[src/sv/ntlv_pkg.sv]
`timescale 1ns / 1ps
// Shared types and constants for the named-field TLV byte parser.
// No dependencies; imported by ntlv_step, named_field_tlv_parser and the bench.
package ntlv_pkg;

   // Phase codes of the parse state and role codes of a response
   localparam logic [2:0] PH_NLEN = 3'd0;
   localparam logic [2:0] PH_NAME = 3'd1;
   localparam logic [2:0] PH_TYPE = 3'd2;
   localparam logic [2:0] PH_LLO  = 3'd3;
   localparam logic [2:0] PH_LHI  = 3'd4;
   localparam logic [2:0] PH_DATA = 3'd5;

   localparam logic [2:0] ROLE_NLEN    = 3'd0;
   localparam logic [2:0] ROLE_NAME    = 3'd1;
   localparam logic [2:0] ROLE_TYPE    = 3'd2;
   localparam logic [2:0] ROLE_LLO     = 3'd3;
   localparam logic [2:0] ROLE_LHI     = 3'd4;
   localparam logic [2:0] ROLE_DATA    = 3'd5;
   localparam logic [2:0] ROLE_IGNORED = 3'd6;

   localparam int NAME_KEEP_DEF = 16;
   localparam int DATA_KEEP_DEF = 64;

   localparam int LEN_HI_SHIFT = 8;

   typedef struct packed {
      logic [2:0]  phase;
      logic [15:0] remaining;
      logic [15:0] section_offset;
      logic [7:0]  current_type;
      logic [15:0] current_length;
      logic        error_flag;
   } state_type;

   typedef struct packed {
      logic [2:0]  role;
      logic [7:0]  byte_value;
      logic [15:0] offset;
      logic        kept;
      logic [7:0]  field_type;
      logic [15:0] data_length;
      logic        field_done;
      logic        failed;
      logic        buffer_done;
   } rsp_type;

   localparam state_type STATE_CLEAR = '{
      phase:          PH_NLEN,
      remaining:      16'd0,
      section_offset: 16'd0,
      current_type:   8'd0,
      current_length: 16'd0,
      error_flag:     1'b0
   };

endpackage

[src/sv/named_field_tlv_parser.sv]
`timescale 1ns / 1ps
// Named-field TLV parser: one byte per request, one labelled response per byte.
// Pipeline: input reg then result reg, with the parse step between them.
// Throughput: 1 request per cycle while rsp_stall does not hold a full result reg;
// the parse step is a single pass of small logic.
// Reset (synchronous, active high): both stages empty, parse state at name length.
// Depends on ntlv_pkg and ntlv_step.
module named_field_tlv_parser #(
   parameter int NAME_KEEP = ntlv_pkg::NAME_KEEP_DEF,
   parameter int DATA_KEEP = ntlv_pkg::DATA_KEEP_DEF
) (
   input  logic        clock,
   input  logic        reset,
   // request channel
   input  logic        req_valid,
   output logic        req_stall,
   input  logic [7:0]  req_in_byte,
   input  logic        req_first_byte,
   input  logic        req_last_byte,
   // response channel
   output logic        rsp_valid,
   input  logic        rsp_stall,
   output logic [2:0]  rsp_role,
   output logic [7:0]  rsp_byte_value,
   output logic [15:0] rsp_offset,
   output logic        rsp_kept,
   output logic [7:0]  rsp_field_type,
   output logic [15:0] rsp_data_length,
   output logic        rsp_field_done,
   output logic        rsp_failed,
   output logic        rsp_buffer_done
);
   import ntlv_pkg::*;

   // input register stage
   logic        s1_valid_ff, s1_valid_in;
   logic [7:0]  s1_byte_ff;
   logic        s1_first_ff, s1_last_ff;

   // parse state, advanced once per byte leaving stage 1
   state_type   state_ff, state_in;

   // result register stage
   logic        out_valid_ff, out_valid_in;
   rsp_type     out_ff, step_rsp;

   logic        s2_free;   // result register can load this cycle
   logic        s1_move;   // stage 1 byte is parsed and loaded into result
   logic        req_take;

   assign s2_free   = !out_valid_ff || !rsp_stall;
   assign s1_move   = s1_valid_ff && s2_free;
   assign req_stall = s1_valid_ff && !s2_free;
   assign req_take  = req_valid && !req_stall;

   assign s1_valid_in  = req_take || (s1_valid_ff && !s2_free);
   assign out_valid_in = s1_move || (out_valid_ff && rsp_stall);

   ntlv_step #(
      .NAME_KEEP (NAME_KEEP),
      .DATA_KEEP (DATA_KEEP)
   ) u_step (
      .st_cur     (state_ff),
      .in_byte    (s1_byte_ff),
      .first_byte (s1_first_ff),
      .last_byte  (s1_last_ff),
      .st_nxt     (state_in),
      .rsp        (step_rsp)
   );

   always_ff @(posedge clock) begin
      if (reset) begin
         s1_valid_ff  <= 1'b0;
         out_valid_ff <= 1'b0;
         state_ff     <= STATE_CLEAR;
      end else begin
         s1_valid_ff  <= s1_valid_in;
         out_valid_ff <= out_valid_in;
         if (s1_move) state_ff <= state_in;
      end
   end

   // payload registers, no reset needed
   always_ff @(posedge clock) begin
      if (req_take) begin
         s1_byte_ff  <= req_in_byte;
         s1_first_ff <= req_first_byte;
         s1_last_ff  <= req_last_byte;
      end
      if (s1_move) out_ff <= step_rsp;
   end

   assign rsp_valid       = out_valid_ff;
   assign rsp_role        = out_ff.role;
   assign rsp_byte_value  = out_ff.byte_value;
   assign rsp_offset      = out_ff.offset;
   assign rsp_kept        = out_ff.kept;
   assign rsp_field_type  = out_ff.field_type;
   assign rsp_data_length = out_ff.data_length;
   assign rsp_field_done  = out_ff.field_done;
   assign rsp_failed      = out_ff.failed;
   assign rsp_buffer_done = out_ff.buffer_done;

   // a clean buffer end and an error cannot be reported together
   a_done_xor_fail: assert property (@(posedge clock) disable iff (reset)
      rsp_valid |-> !(rsp_buffer_done && rsp_failed))
      else $error("buffer_done with failed");

   // ignored bytes only appear while the error is set
   a_ignored_failed: assert property (@(posedge clock) disable iff (reset)
      (rsp_valid && rsp_role == ROLE_IGNORED) |-> rsp_failed)
      else $error("ignored byte without failed");

   // error sticks until a first byte of a new buffer is parsed
   a_err_sticky: assert property (@(posedge clock) disable iff (reset)
      (state_ff.error_flag && !(s1_move && s1_first_ff)) |=> state_ff.error_flag)
      else $error("error flag dropped");

   // header bytes carry offset zero
   a_hdr_offset: assert property (@(posedge clock) disable iff (reset)
      (rsp_valid && rsp_role != ROLE_NAME && rsp_role != ROLE_DATA)
         |-> (rsp_offset == 16'd0))
      else $error("nonzero offset on header byte");

endmodule

[src/sv/ntlv_step.sv]
`timescale 1ns / 1ps
// Per-byte parse step: current state plus one byte gives next state and response.
// Depends on ntlv_pkg.
module ntlv_step #(
   parameter int NAME_KEEP = ntlv_pkg::NAME_KEEP_DEF,
   parameter int DATA_KEEP = ntlv_pkg::DATA_KEEP_DEF
) (
   input  ntlv_pkg::state_type st_cur,
   input  logic [7:0]          in_byte,
   input  logic                first_byte,
   input  logic                last_byte,
   output ntlv_pkg::state_type st_nxt,
   output ntlv_pkg::rsp_type   rsp
);
   import ntlv_pkg::*;

   state_type   st;
   state_type   nx;
   logic [15:0] dec;

   always_comb begin
      st  = first_byte ? STATE_CLEAR : st_cur;
      nx  = st;
      dec = st.remaining - 16'd1;

      rsp             = '0;
      rsp.byte_value  = in_byte;
      rsp.kept        = 1'b1;

      if (st.error_flag) begin
         // sticky error: byte is dropped, state holds
         rsp.role   = ROLE_IGNORED;
         rsp.kept   = 1'b0;
         rsp.failed = 1'b1;
      end else begin
         unique case (st.phase)
            PH_NAME: begin
               rsp.role          = ROLE_NAME;
               rsp.offset        = st.section_offset;
               rsp.kept          = st.section_offset < 16'(NAME_KEEP);
               nx.section_offset = st.section_offset + 16'd1;
               nx.remaining      = dec;
               if (dec == 16'd0) nx.phase = PH_TYPE;
            end
            PH_TYPE: begin
               rsp.role        = ROLE_TYPE;
               rsp.field_type  = in_byte;
               nx.current_type = in_byte;
               nx.phase        = PH_LLO;
            end
            PH_LLO: begin
               rsp.role          = ROLE_LLO;
               rsp.field_type    = st.current_type;
               nx.current_length = {8'd0, in_byte};
               nx.phase          = PH_LHI;
            end
            PH_LHI: begin
               rsp.role          = ROLE_LHI;
               rsp.field_type    = st.current_type;
               nx.current_length = (16'(in_byte) << LEN_HI_SHIFT)
                                   | {8'd0, st.current_length[7:0]};
               rsp.data_length   = nx.current_length;
               nx.remaining      = nx.current_length;
               nx.section_offset = 16'd0;
               if (nx.current_length == 16'd0) begin
                  rsp.field_done = 1'b1;
                  nx.phase       = PH_NLEN;
               end else begin
                  nx.phase = PH_DATA;
               end
            end
            PH_DATA: begin
               rsp.role          = ROLE_DATA;
               rsp.field_type    = st.current_type;
               rsp.data_length   = st.current_length;
               rsp.offset        = st.section_offset;
               rsp.kept          = st.section_offset < 16'(DATA_KEEP);
               nx.section_offset = st.section_offset + 16'd1;
               nx.remaining      = dec;
               if (dec == 16'd0) begin
                  rsp.field_done = 1'b1;
                  nx.phase       = PH_NLEN;
               end
            end
            default: begin
               // name length byte; unused phase codes land here too
               rsp.role          = ROLE_NLEN;
               nx.remaining      = {8'd0, in_byte};
               nx.section_offset = 16'd0;
               nx.current_type   = 8'd0;
               nx.current_length = 16'd0;
               nx.phase          = (in_byte == 8'd0) ? PH_TYPE : PH_NAME;
            end
         endcase

         if (last_byte) begin
            if (nx.phase == PH_NLEN) rsp.buffer_done = 1'b1;
            else nx.error_flag = 1'b1;
         end
         rsp.failed = nx.error_flag;
      end
      st_nxt = nx;
   end

endmodule

[config.mk]
export PLATFORM = sky130hd
export DESIGN_NAME = named_field_tlv_parser
export DESIGN_NICKNAME = d
export VERILOG_FILES = /design/src/sv/ntlv_pkg.sv /design/src/sv/named_field_tlv_parser.sv /design/src/sv/ntlv_step.sv
export SDC_FILE = /design/constraint.sdc
export NUM_CORES = 1
export LEC_CHECK = 0
export ABC_AREA = 1
export BUFFER_PORTS_ARGS = -buffer_cell sky130_fd_sc_hd__buf_2
export CAP_MARGIN = 25
export CORE_MARGIN = 3
export CORE_UTILIZATION = 50
export CTS_CLUSTER_SIZE = 8
export DETAILED_ROUTE_END_ITERATION = 10
export PLACE_DENSITY = 0.73
export SETUP_SLACK_MARGIN = 0.3
export SYNTH_ARGS = -nofsm -noshare
export SYNTH_HDL_FRONTEND = slang
export SYNTH_SLANG_ARGS = --single-unit
[constraint.sdc]
create_clock -name clock -period 6.25 [get_ports clock]
set_input_delay 0.9375 -clock clock [delete_from_list [all_inputs] [get_ports clock]]
set_output_delay 0.9375 -clock clock [all_outputs]
set_load 0.02 [all_outputs]
======== Word level (Yosys, flattened, before mapping) ========
Cells that the tools add are included.
storage, ports and cells
  bits in latches ......................... 0
  memories kept ........................... 0
  flip-flop bits (word level) ............. 127
  memory bits (read-only) ................. 0
  RAM bits ................................ 0
operators by class
  eq/ne operators ......................... 5
  mux-type cells .......................... 20
  reduce and logical (&&, ||, !) cells .... 21
  divide/modulo/power cells ............... 0
  $add $sub $neg .......................... 2
  bitwise logic cells ..................... 2
  shift operators ......................... 0
  $mul .................................... 0
  order comparisons ....................... 2
operator list
  cell                   number
  $mux 60                2
  $pmux 32 s3            1
  $pmux 17 s2            2
  $pmux 16 s3            1
  $logic_not 16->1       2
  $pmux 8 s2             2
  $pmux 3 s5             2
  $add 16x1->16 const B  1
  $lt 16x5->1 const B    1
  $lt 16x7->1 const B    1
  $or 16x8->16           1
  $sub 16x1->16 const B  1
  $mux 3                 4
  $logic_not 8->1        1
  $eq 3x2->1 const B     2
  $eq 3x3->1 const B     2
  $reduce_or 2->1        3
  $reduce_or 3->1        2
  $mux 1                 5
  $logic_and 1x1->1      4
  $logic_not 1->1        4
  $reduce_or 4->1        1
  $eq 3x1->1 const B     1
  $logic_not 3->1        1
  other kinds (3)        5

======== Longest topological paths before layout ========
Gate-level depths: netlist (run 1).
  depth in word-level cells ............... 10
  depth in mapped cells ................... 17

======== Hierarchy ========
A second synthesis (run 1) with hierarchy kept.
second synthesis, totals
  cell total of the unflattened synthesis .. 1145
  area, all modules ....................... 7865.0 um^2
by module, submodules not included
  module                  times used  cells an instance  area an instance (um^2)  seq. area each (um^2)
  named_field_tlv_parser  1           471                4753.3                   3193.1
  ntlv_step               1           674                3111.7                   0.0

======== Worst setup path after synthesis (run 1) ========
No wires, ideal clock.
  path kind ............................... input -> register
  start point ............................. in rsp_stall
  end point ............................... reg out_ff (netlist bit rsp_buffer_done), enable pin
  data required time ...................... 5.809 ns
  arrival time ............................ 3.201 ns
  cell stages on the path ................. 5
  library setup time ...................... 0.441 ns
  path slack .............................. 2.608 ns
  path through ............................ nand2_1 -> inv_1 -> nor2_1 -> clkbuf_1 -> clkbuf_1
between the ends
  cells in the longest elaborated chain, start to end .. 3
RTL lines
  item                  line                          source
  start, declared       named_field_tlv_parser.sv:22  input logic rsp_stall,
  $logic_not 1->1       named_field_tlv_parser.sv:51  assign s2_free = !out_valid_ff || !rsp_stall;
  $logic_or 1x1->1      named_field_tlv_parser.sv:51
  $logic_and 1x1->1     named_field_tlv_parser.sv:52  assign s1_move = s1_valid_ff && s2_free;
  via s1_move           named_field_tlv_parser.sv:48  logic s1_move;
  end signal, assigned  named_field_tlv_parser.sv:90  if (s1_move) out_ff <= step_rsp;
  end, declared         named_field_tlv_parser.sv:45  rsp_type out_ff, step_rsp;
The timed path passes the listed nets, and every way through them passes these cells.
A chain may end at the register's enable or synchronous reset.

======== Worst setup path in the final report (run 1) ========
  start point ............................. reg s1_first_ff
  end point ............................... reg state_ff[5] in the netlist's numbering
between the ends
  cells in the longest elaborated chain, start to end .. 5
  elaborated cells on any way between the ends .. 10
  those cells by class .................... eq/ne: 5; mux: 3; bitwise: 1; reduce/logical: 1
RTL lines
  item                                      line                          source
  start, declared                           named_field_tlv_parser.sv:38  logic s1_first_ff, s1_last_ff;
  start signal, assigned                    named_field_tlv_parser.sv:87  s1_first_ff <= req_first_byte;
  $mux 60 *                                 ntlv_step.sv:22               st = first_byte ? STATE_CLEAR : st_cur;
  $eq 3x1->1, or another cell as far along  ntlv_step.sv:36               unique case (st.phase)
  $reduce_or 3->1 (no line)                 -
  $pmux 16 s3                               ntlv_step.sv:36
  $mux 60 *                                 ntlv_step.sv:30               if (st.error_flag) begin
  end signal, assigned                      named_field_tlv_parser.sv:79  if (s1_move) state_ff <= state_in;
  end, declared                             named_field_tlv_parser.sv:41  state_type state_ff, state_in;
Mark *: on every way between the ends. The rest lies on a longest branch, timed or not.

==> results of run 1 <==
[layout make-up]
type | count | area, um2
Fill cell | 1186 | 5140
Sequential cell | 127 | 3190
Multi-Input combinational cell | 625 | 3010
Clock buffer | 18 | 429
Timing Repair Buffer | 77 | 407
Inverter | 89 | 334
Tap cell | 172 | 215
Clock inverter | 14 | 145
[layout by cell type, fill, tap and decap left out, types with 2 or more instances in the layout]
cell type | Yosys | layout
inv_1 | 83 | 83
nand2_2 | 5 | 5
clkinv_2 | 0 | 3
dfxtp_1 | 62 | 62
nor2_4 | 1 | 2
o21ai_1 | 4 | 4
nor3_1 | 10 | 10
clkbuf_16 | 0 | 17
nand4_1 | 7 | 7
o21ai_0 | 82 | 82
buf_2 | 5 | 70
o2111ai_1 | 3 | 3
bufinv_16 | 0 | 2
a31oi_1 | 10 | 10
ha_1 | 3 | 3
xor2_1 | 4 | 4
edfxtp_1 | 65 | 65
inv_2 | 6 | 6
nand3_2 | 3 | 3
nand3_1 | 55 | 55
clkinv_4 | 0 | 5
nand2_1 | 200 | 200
o221ai_1 | 4 | 4
o22ai_1 | 9 | 9
a32o_1 | 2 | 2
clkinvlp_4 | 0 | 3
nor2_2 | 9 | 9
nor4_1 | 7 | 7
nor2_1 | 99 | 98
a21oi_1 | 83 | 83
buf_4 | 1 | 6
a41oi_1 | 2 | 2
a221oi_1 | 11 | 11
o311ai_0 | 2 | 2
[per-stage QoR]
step / instances / area, um2 / total power, mW / utilization (%)
2_1_floorplan: 883 / 6720 / 1.15 / -
3_3_place_gp: 1089 / 7150 / 1.22 / 55.5
3_5_place_dp: 1090 / 7160 / 1.22 / 55.6
4_1_cts: 1122 / 7740 / 2.18 / 60.1
5_1_grt: 1122 / 7740 / 2.25 / 60.1
6_report: 1122 / 7740 / 2.18 / 60.1
[report_power, final]
group,switching [mW],internal (mW)
clock,0.377,0.584
sequential,0.0233,0.913
combinational,0.203,0.0744
total,0.604,1.57
[layer usage]
layer  routed length (um)  share of wire (%)
met1                 8110                 44
met2                 8400                 45
met3                 1620                8.7
met4                  459                2.5
met5                    0                  0
[cells by family (layout without fill, tap and decap cells)]
| kind of cell | after synthesis | after routing | share of synthesized area [%] |
|---|---|---|---|
| AOI/OAI and AO/OA | 217 | 217 | 18.3 |
| DFF | 127 | 127 | 47.5 |
| adders and majority gates | 3 | 3 | 0.559 |
| buffers and inverters | 131 | 198 | 7.69 |
| xor gates and xnor gates | 5 | 5 | 0.652 |
| and+or+nand+nor | 400 | 400 | 25.3 |
[sequential cells by signal, indices dropped and copies added (netlist names)]
register	flops
rsp_kept	1
state_ff	60
rsp_failed	1
rsp_data_length	16
s1_first_ff	1
rsp_field_done	1
rsp_buffer_done	1
s1_byte_ff	8
s1_valid_ff	1
s1_last_ff	1
rsp_role	3
rsp_field_type	8
rsp_byte_value	8
rsp_valid	1
rsp_offset	16
[worst reg2reg max path, stage by stage (launching register included)]
cell and delay, ns:
edfxtp_1 0.37, buf_4 0.38, nor2_1 0.12, nand2_1 0.52, inv_1 0.45, nor2_1 0.82
inv_1 0.24, nand2_1 0.14, nand3_1 0.09, nand2_1 0.07, a21oi_1 0.06
[worst paths after layout]
path                       end    startpoint  cells after the start
setup / recovery   state_ff[5]   s1_first_ff                     10
hold / removal    state_ff[30]  state_ff[30]                      2
setup reg to reg   state_ff[5]   s1_first_ff                     10
hold reg to reg   state_ff[30]  state_ff[30]                      2
==> run_results.csv, run 1 <==
group,metric,value,unit
status,outcome,"finished clean",
critical_path,path_common_cell,"nand2_1",
synthesis,yosysMostFrequentCell,"nand2_1",
sta,fin_crit,3.41,ns
critical_path,r2r_setup_slack,2.84,ns
global_route,grt_start_max_net_pins,84,
sta,slew_viol_final,0,
synthesis,ys_seq_elements,127,
critical_path,required,6.55,ns
sta,rsz0062_at_grt,"false",
sta,setup_ws,2.84,ns
place,routabilityCongestion,0.951,
finish,drive_gt1_share,14.4,%
synthesis,synthesis.area,0.00672,mm2
global_route,met1_usage,34.5,%
detailed_routing,wl_per_cell,16.6,um
critical_path,crit_fanout,31,
detailed_routing,wl,18600,um
critical_path,worst-path-buf-inv,3,
critical_path,critPathTopFamily,"simple AND/OR/NAND/NOR gates",
min_path,min_path_type,"register to register",
place,dp_slack,2.84,ns
place,port_buffers,70,
critical_path,max_stage_delay,0.82,ns
critical_path,arrival,3.70,ns
clocking,cts_max_path_buffers,2,
critical_path,crit_path_start_kind,"register",
sta,setup_violations,0,
sta,worst_pin_slew,1.03,ns
detailed_routing,drc,0,
synthesis,synth_commonest_cells,"200 x nand2_1, 99 x nor2_1, 83 x a21oi_1, 83 x inv_1, 82 x o21ai_0",
critical_path,end_kind,"register",
clocking,post_cts_buffers,0,
synthesis,synth.yosys.seq_area_share,47.5,%
detailed_routing,drtIter0Drc,762,
synthesis,synthArstFlopShare,0,%
sta,fin_tns_setup,0,ns
sta,hold_viol_final,0,
synthesis,synth_edf_count,65,
place,hpwl,11900,um
global_route,top_usage_layer,"met2",
clocking,clock_latency,0.43,ns
sta,fin_crit_sh,54.5,%
synthesis,syn_inst,883,
synthesis,syn_area_per_cell,7.61,um2
sta,whs,0.475,ns
sta,relSlewSlack,31.2,%
detailed_routing,vias,6508,
finish,nNetsFinal,954,
synthesis,synth.area.top_cells,"edfxtp_1 29%, dfxtp_1 18%, nand2_1 11%",
critical_path,crit_chain,"buf_4 -> nor2_1 -> nand2_1 -> inv_1 -> nor2_1 -> inv_1 -> nand2_1 -> nand3_1 -> nand2_1 -> a21oi_1",
clocking,h-tree-depth,4,
clocking,cts_root_buf,"clkbuf_16",
detailed_routing,drt.antenna.violating_nets,0,
global_route,met2_usage,40.3,%
clocking,cts_resized,0,
detailed_routing,detail_route.first_pass.iterations,6,
critical_path,slowest_stage,"nor2_1",
floorplan,die_y,122,um
sta,fin_skew,0.00650,ns
synthesis,yosysWarnings,0,
detailed_routing,drt-vias-per-instance,5.80,
floorplan,num_rows,41,
power_and_ir_drop,ir_drop,0.177,mV
global_route,grt_overflow,0,
clocking,clk_transition_reported_paths,0.06,ns
synthesis,synth.distinct_cells,42,
clocking,cts.sinks,127,
synthesis,syn-num-nets,900,
power_and_ir_drop,p_leak,3.09,nW
floorplan,start_util,52.2,%
floorplan,die_w,122,um
power_and_ir_drop,p_per_area,281,mW/mm2
global_route,use_met3,5.57,%
global_route,grt_first_pass_wirelength,29800,um
synthesis,dominantRegCellSynth,"edfxtp_1",
global_route,grt_pass1_vias,5913,
clocking,cts_buffers,17,
synthesis,synth.top_cell.area_share,29.1,%
global_route,grt_use_total,25.7,%
critical_path,critPathKind,"register to register",
finish,syn_to_final_growth,15.2,%
floorplan,dieArea,0.0149,mm2
clocking,holdBufCountCts,0,
floorplan,io-pin-count,71,
sta,timing.fmax,0.294,GHz
floorplan,core-area,0.0129,mm2
flow_run,drv_cap,0,
global_route,grt_antenna_before_repair,0,
synthesis,synth_area_leader_cell,"edfxtp_1",
clocking,cts_tree,"built",
finish,diodes,0,
Power figures use the tool's default switching activity.
==> run 2: changes to the inputs <==
--- a/config.mk
+++ b/config.mk
@@ -5,14 +5,14 @@
 export SDC_FILE = /design/constraint.sdc
 export NUM_CORES = 1
 export LEC_CHECK = 0
-export ABC_AREA = 1
+export ABC_AREA = 0
 export BUFFER_PORTS_ARGS = -buffer_cell sky130_fd_sc_hd__buf_2
 export CAP_MARGIN = 25
 export CORE_MARGIN = 3
 export CORE_UTILIZATION = 50
 export CTS_CLUSTER_SIZE = 8
 export DETAILED_ROUTE_END_ITERATION = 10
-export PLACE_DENSITY = 0.73
+export PLACE_DENSITY = 0.76
 export SETUP_SLACK_MARGIN = 0.3
 export SYNTH_ARGS = -nofsm -noshare
 export SYNTH_HDL_FRONTEND = slang
==> constraint.sdc (replaced) <==
create_clock -name clock -period 3.1 [get_ports clock]
set_input_delay 0.465 -clock clock [delete_from_list [all_inputs] [get_ports clock]]
set_output_delay 0.465 -clock clock [all_outputs]
set_load 0.02 [all_outputs]
==> run 2 against run 1 <==
  * Hold slack got worse by 0.26 ns
  * Maximum frequency increased by 18%
  * Via count down 16%
  * Clock skew grew 0.0017 ns
  * Largest cell class unchanged
  * Critical endpoint is now rsp_buffer_done
  * Largest power group unchanged
  * Power is 100% higher
  * Cell area is 0.58% lower
  * Sequential power up 100%
==> run_results.csv, run 2 <==
group,metric,value,unit
status,outcome,"finished clean",
min_path,hold_end,"s1_byte_ff[1]",
clocking,clock_latency,0.42,ns
power_and_ir_drop,ir_drop,0.414,mV
place,routabilityCongestion,0.947,
floorplan,dieArea,0.0136,mm2
detailed_routing,drc,0,
global_route,met2_usage,39.4,%
synthesis,synth.yosys.seq_area_share,52.0,%
place,port_buffers,70,
synthesis,syn_inst,647,
global_route,grt_start_max_net_pins,61,
synthesis,synthesis.area,0.00614,mm2
clocking,cts_max_path_buffers,2,
global_route,use_met3,7.20,%
floorplan,die_w,117,um
global_route,grt_antenna_before_repair,0,
synthesis,yosysWarnings,0,
synthesis,synth_area_leader_cell,"edfxtp_1",
sta,hold_viol_final,0,
finish,finish.utilization,65.7,%
detailed_routing,vias,5497,
synthesis,synth_commonest_cells,"88 x nor2_1, 65 x edfxtp_1, 62 x dfxtp_1",
floorplan,start_util,52.4,%
sta,fin_crit,2.89,ns
flow_run,drv_cap,0,
sta,relSlewSlack,38.9,%
sta,fin_skew,0.00819,ns
synthesis,dominantRegCellSynth,"edfxtp_1",
finish,nNetsFinal,754,
sta,setup_ws,0.207,ns
clocking,h-tree-depth,4,
sta,whs,0.217,ns
sta,timing.fmax,0.346,GHz
floorplan,io-pin-count,71,
synthesis,syn-num-nets,664,
detailed_routing,wl_per_cell,18.8,um
synthesis,synth.distinct_cells,63,
finish,fillers,918,
global_route,grt_use_total,25.9,%
sta,fin_tns_setup,0,ns
floorplan,core-area,0.0117,mm2
synthesis,yosysMostFrequentCell,"nor2_1",
global_route,grt_pass1_vias,5305,
clocking,cts_root_buf,"clkbuf_16",
place,placed_area,0.00674,mm2
critical_path,critPathKind,"register to register",
synthesis,ys_seq_elements,127,
floorplan,num_rows,39,
clocking,cts_buffers,17,
detailed_routing,drtIter0Drc,684,
sta,slew_viol_final,0,
global_route,top_usage_layer,"met2",
global_route,grt_overflow,0,
detailed_routing,wl,16800,um
detailed_routing,drt-vias-per-instance,6.16,
detailed_routing,detail_route.first_pass.iterations,5,
synthesis,syn_area_per_cell,9.49,um2
power_and_ir_drop,power.total,4.37,mW
sta,setup_violations,0,
sta,fin_crit_sh,93.3,%
critical_path,r2r_setup_slack,0.21,ns
critical_path,crit_fanout,5,
critical_path,end_kind,"register",
synthesis,synth.top_cell.area_share,31.8,%
min_path,min_path_type,"primary input to register",
synthesis,synthArstFlopShare,0,%
sta,rsz0062_at_grt,"true",
finish,top_register,"state_ff",
critical_path,crit_path_start_kind,"register",
detailed_routing,drt.antenna.violating_nets,0,
global_route,grt_first_pass_wirelength,27600,um
finish,syn_to_final_growth,25.3,%
floorplan,die_y,117,um
sta,worst_pin_slew,0.916,ns
finish,final_common_cell,"nor2_1",
place,placed_cells,839,
place,dp_slack,0.127,ns
finish,largest_reg_flops,60,
finish,fin_area,0.00769,mm2
power_and_ir_drop,p_leak,2.89,nW
critical_path,arrival,3.19,ns
clocking,holdBufCountCts,0,
place,hpwl,10800,um
synthesis,synth.area.top_cells,"edfxtp_1 32%, dfxtp_1 20%, nor2_1 5.4%",
critical_path,worstReg2RegStart,"state_ff[47]",
synthesis,synth_edf_count,65,
min_path,holdPathStages,1,
finish,diodes,0,
finish,fin_cells,893,
critical_path,r2r-end,"rsp_buffer_done",
min_path,min_from,"req_in_byte[1]",
clocking,cts_tree,"built",
global_route,met1_usage,35.3,%
clocking,cts.sinks,127,
finish,drive_gt1_share,26.1,%
critical_path,rr_worst_depth,8,
critical_path,required,3.39,ns
clocking,clk_transition_reported_paths,0.06,ns
power_and_ir_drop,p_per_area,568,mW/mm2
finish,layout_common_cells,"87 x nor2_1, 70 x buf_2, 65 x edfxtp_1, 52 x dfxtp_1, 49 x nand2_1",
## run 2: final cells by class
class	instances	area, um2	share of cell area [%]
inverter	10	41.3	0.537
timing repair buffer	121	763	9.92
multi-input combinational	460	2900	37.6
clock buffer	18	429	5.58
sequential	127	3220	41.8
tap	143	179	2.33
clock inverter	14	166	2.16
## run 2: layer usage
| metal | routed length [um] | vias to the layer above |
|---|---|---|
| met5 | 0 | - |
| met1 | 7270 | 2619 |
| met4 | 231 | 0 |
| met3 | 1430 | 24 |
| met2 | 7870 | 245 |
| li1 | - | 2609 |
## run 2: how the worst max path moves through the flow
stage / from / end / slack (ns) / cells past startpoint
2_1_floorplan: s1_first_ff / rsp_failed / 0.24 / 11
3_3_place_gp: state_ff[52] / rsp_failed / 0.19 / 6
3_5_place_dp: state_ff[52] / rsp_failed / 0.13 / 6
4_1_cts: state_ff[41] / rsp_failed / 0.25 / 7
5_1_grt: state_ff[43] / rsp_buffer_done / 0.16 / 8
6_report: state_ff[47] / rsp_buffer_done / 0.21 / 8
## run 2: where the power goes
part	switching (mW)	internal, mW	total [mW]	leakage (nW)
sequential	0.0513	1.81	1.87	1.12
clock	0.746	1.26	2.01	0.284
combinational	0.302	0.193	0.495	1.49
## run 2: worst max-delay path: stages (launching register included)
cell     delay, ns
dfxtp_4       0.36
or4_4         0.54
buf_6         0.14
nor4_4        0.29
nor3_2        0.08
or4_1         0.50
or4_4         0.50
a21oi_4       0.20
and2_4        0.15
## run 2: logic make-up (layout without fill, tap and decap cells)
family                   Yosys count  after routing  share of synthesized area (%)
AO/OA/AOI/OAI                    179            179                           19.5
XOR/XNOR                           6              6                          0.856
adder cells (fa/ha/maj)            3              3                          0.611
buffers and inverters             60            163                           4.03
flip-flops                       127            127                           52.0
multiplexers                      10             10                           1.63
AND/OR/NAND/NOR                  262            262                           21.4
## run 2: what timing repair did
action | CTS | global route
gates resized for setup | 27 | 21
endpoints found under the setup margin | 6 | 8
buffers inserted | 15 | 6
cloned | 0 | 0
pin swaps | 13 | 12
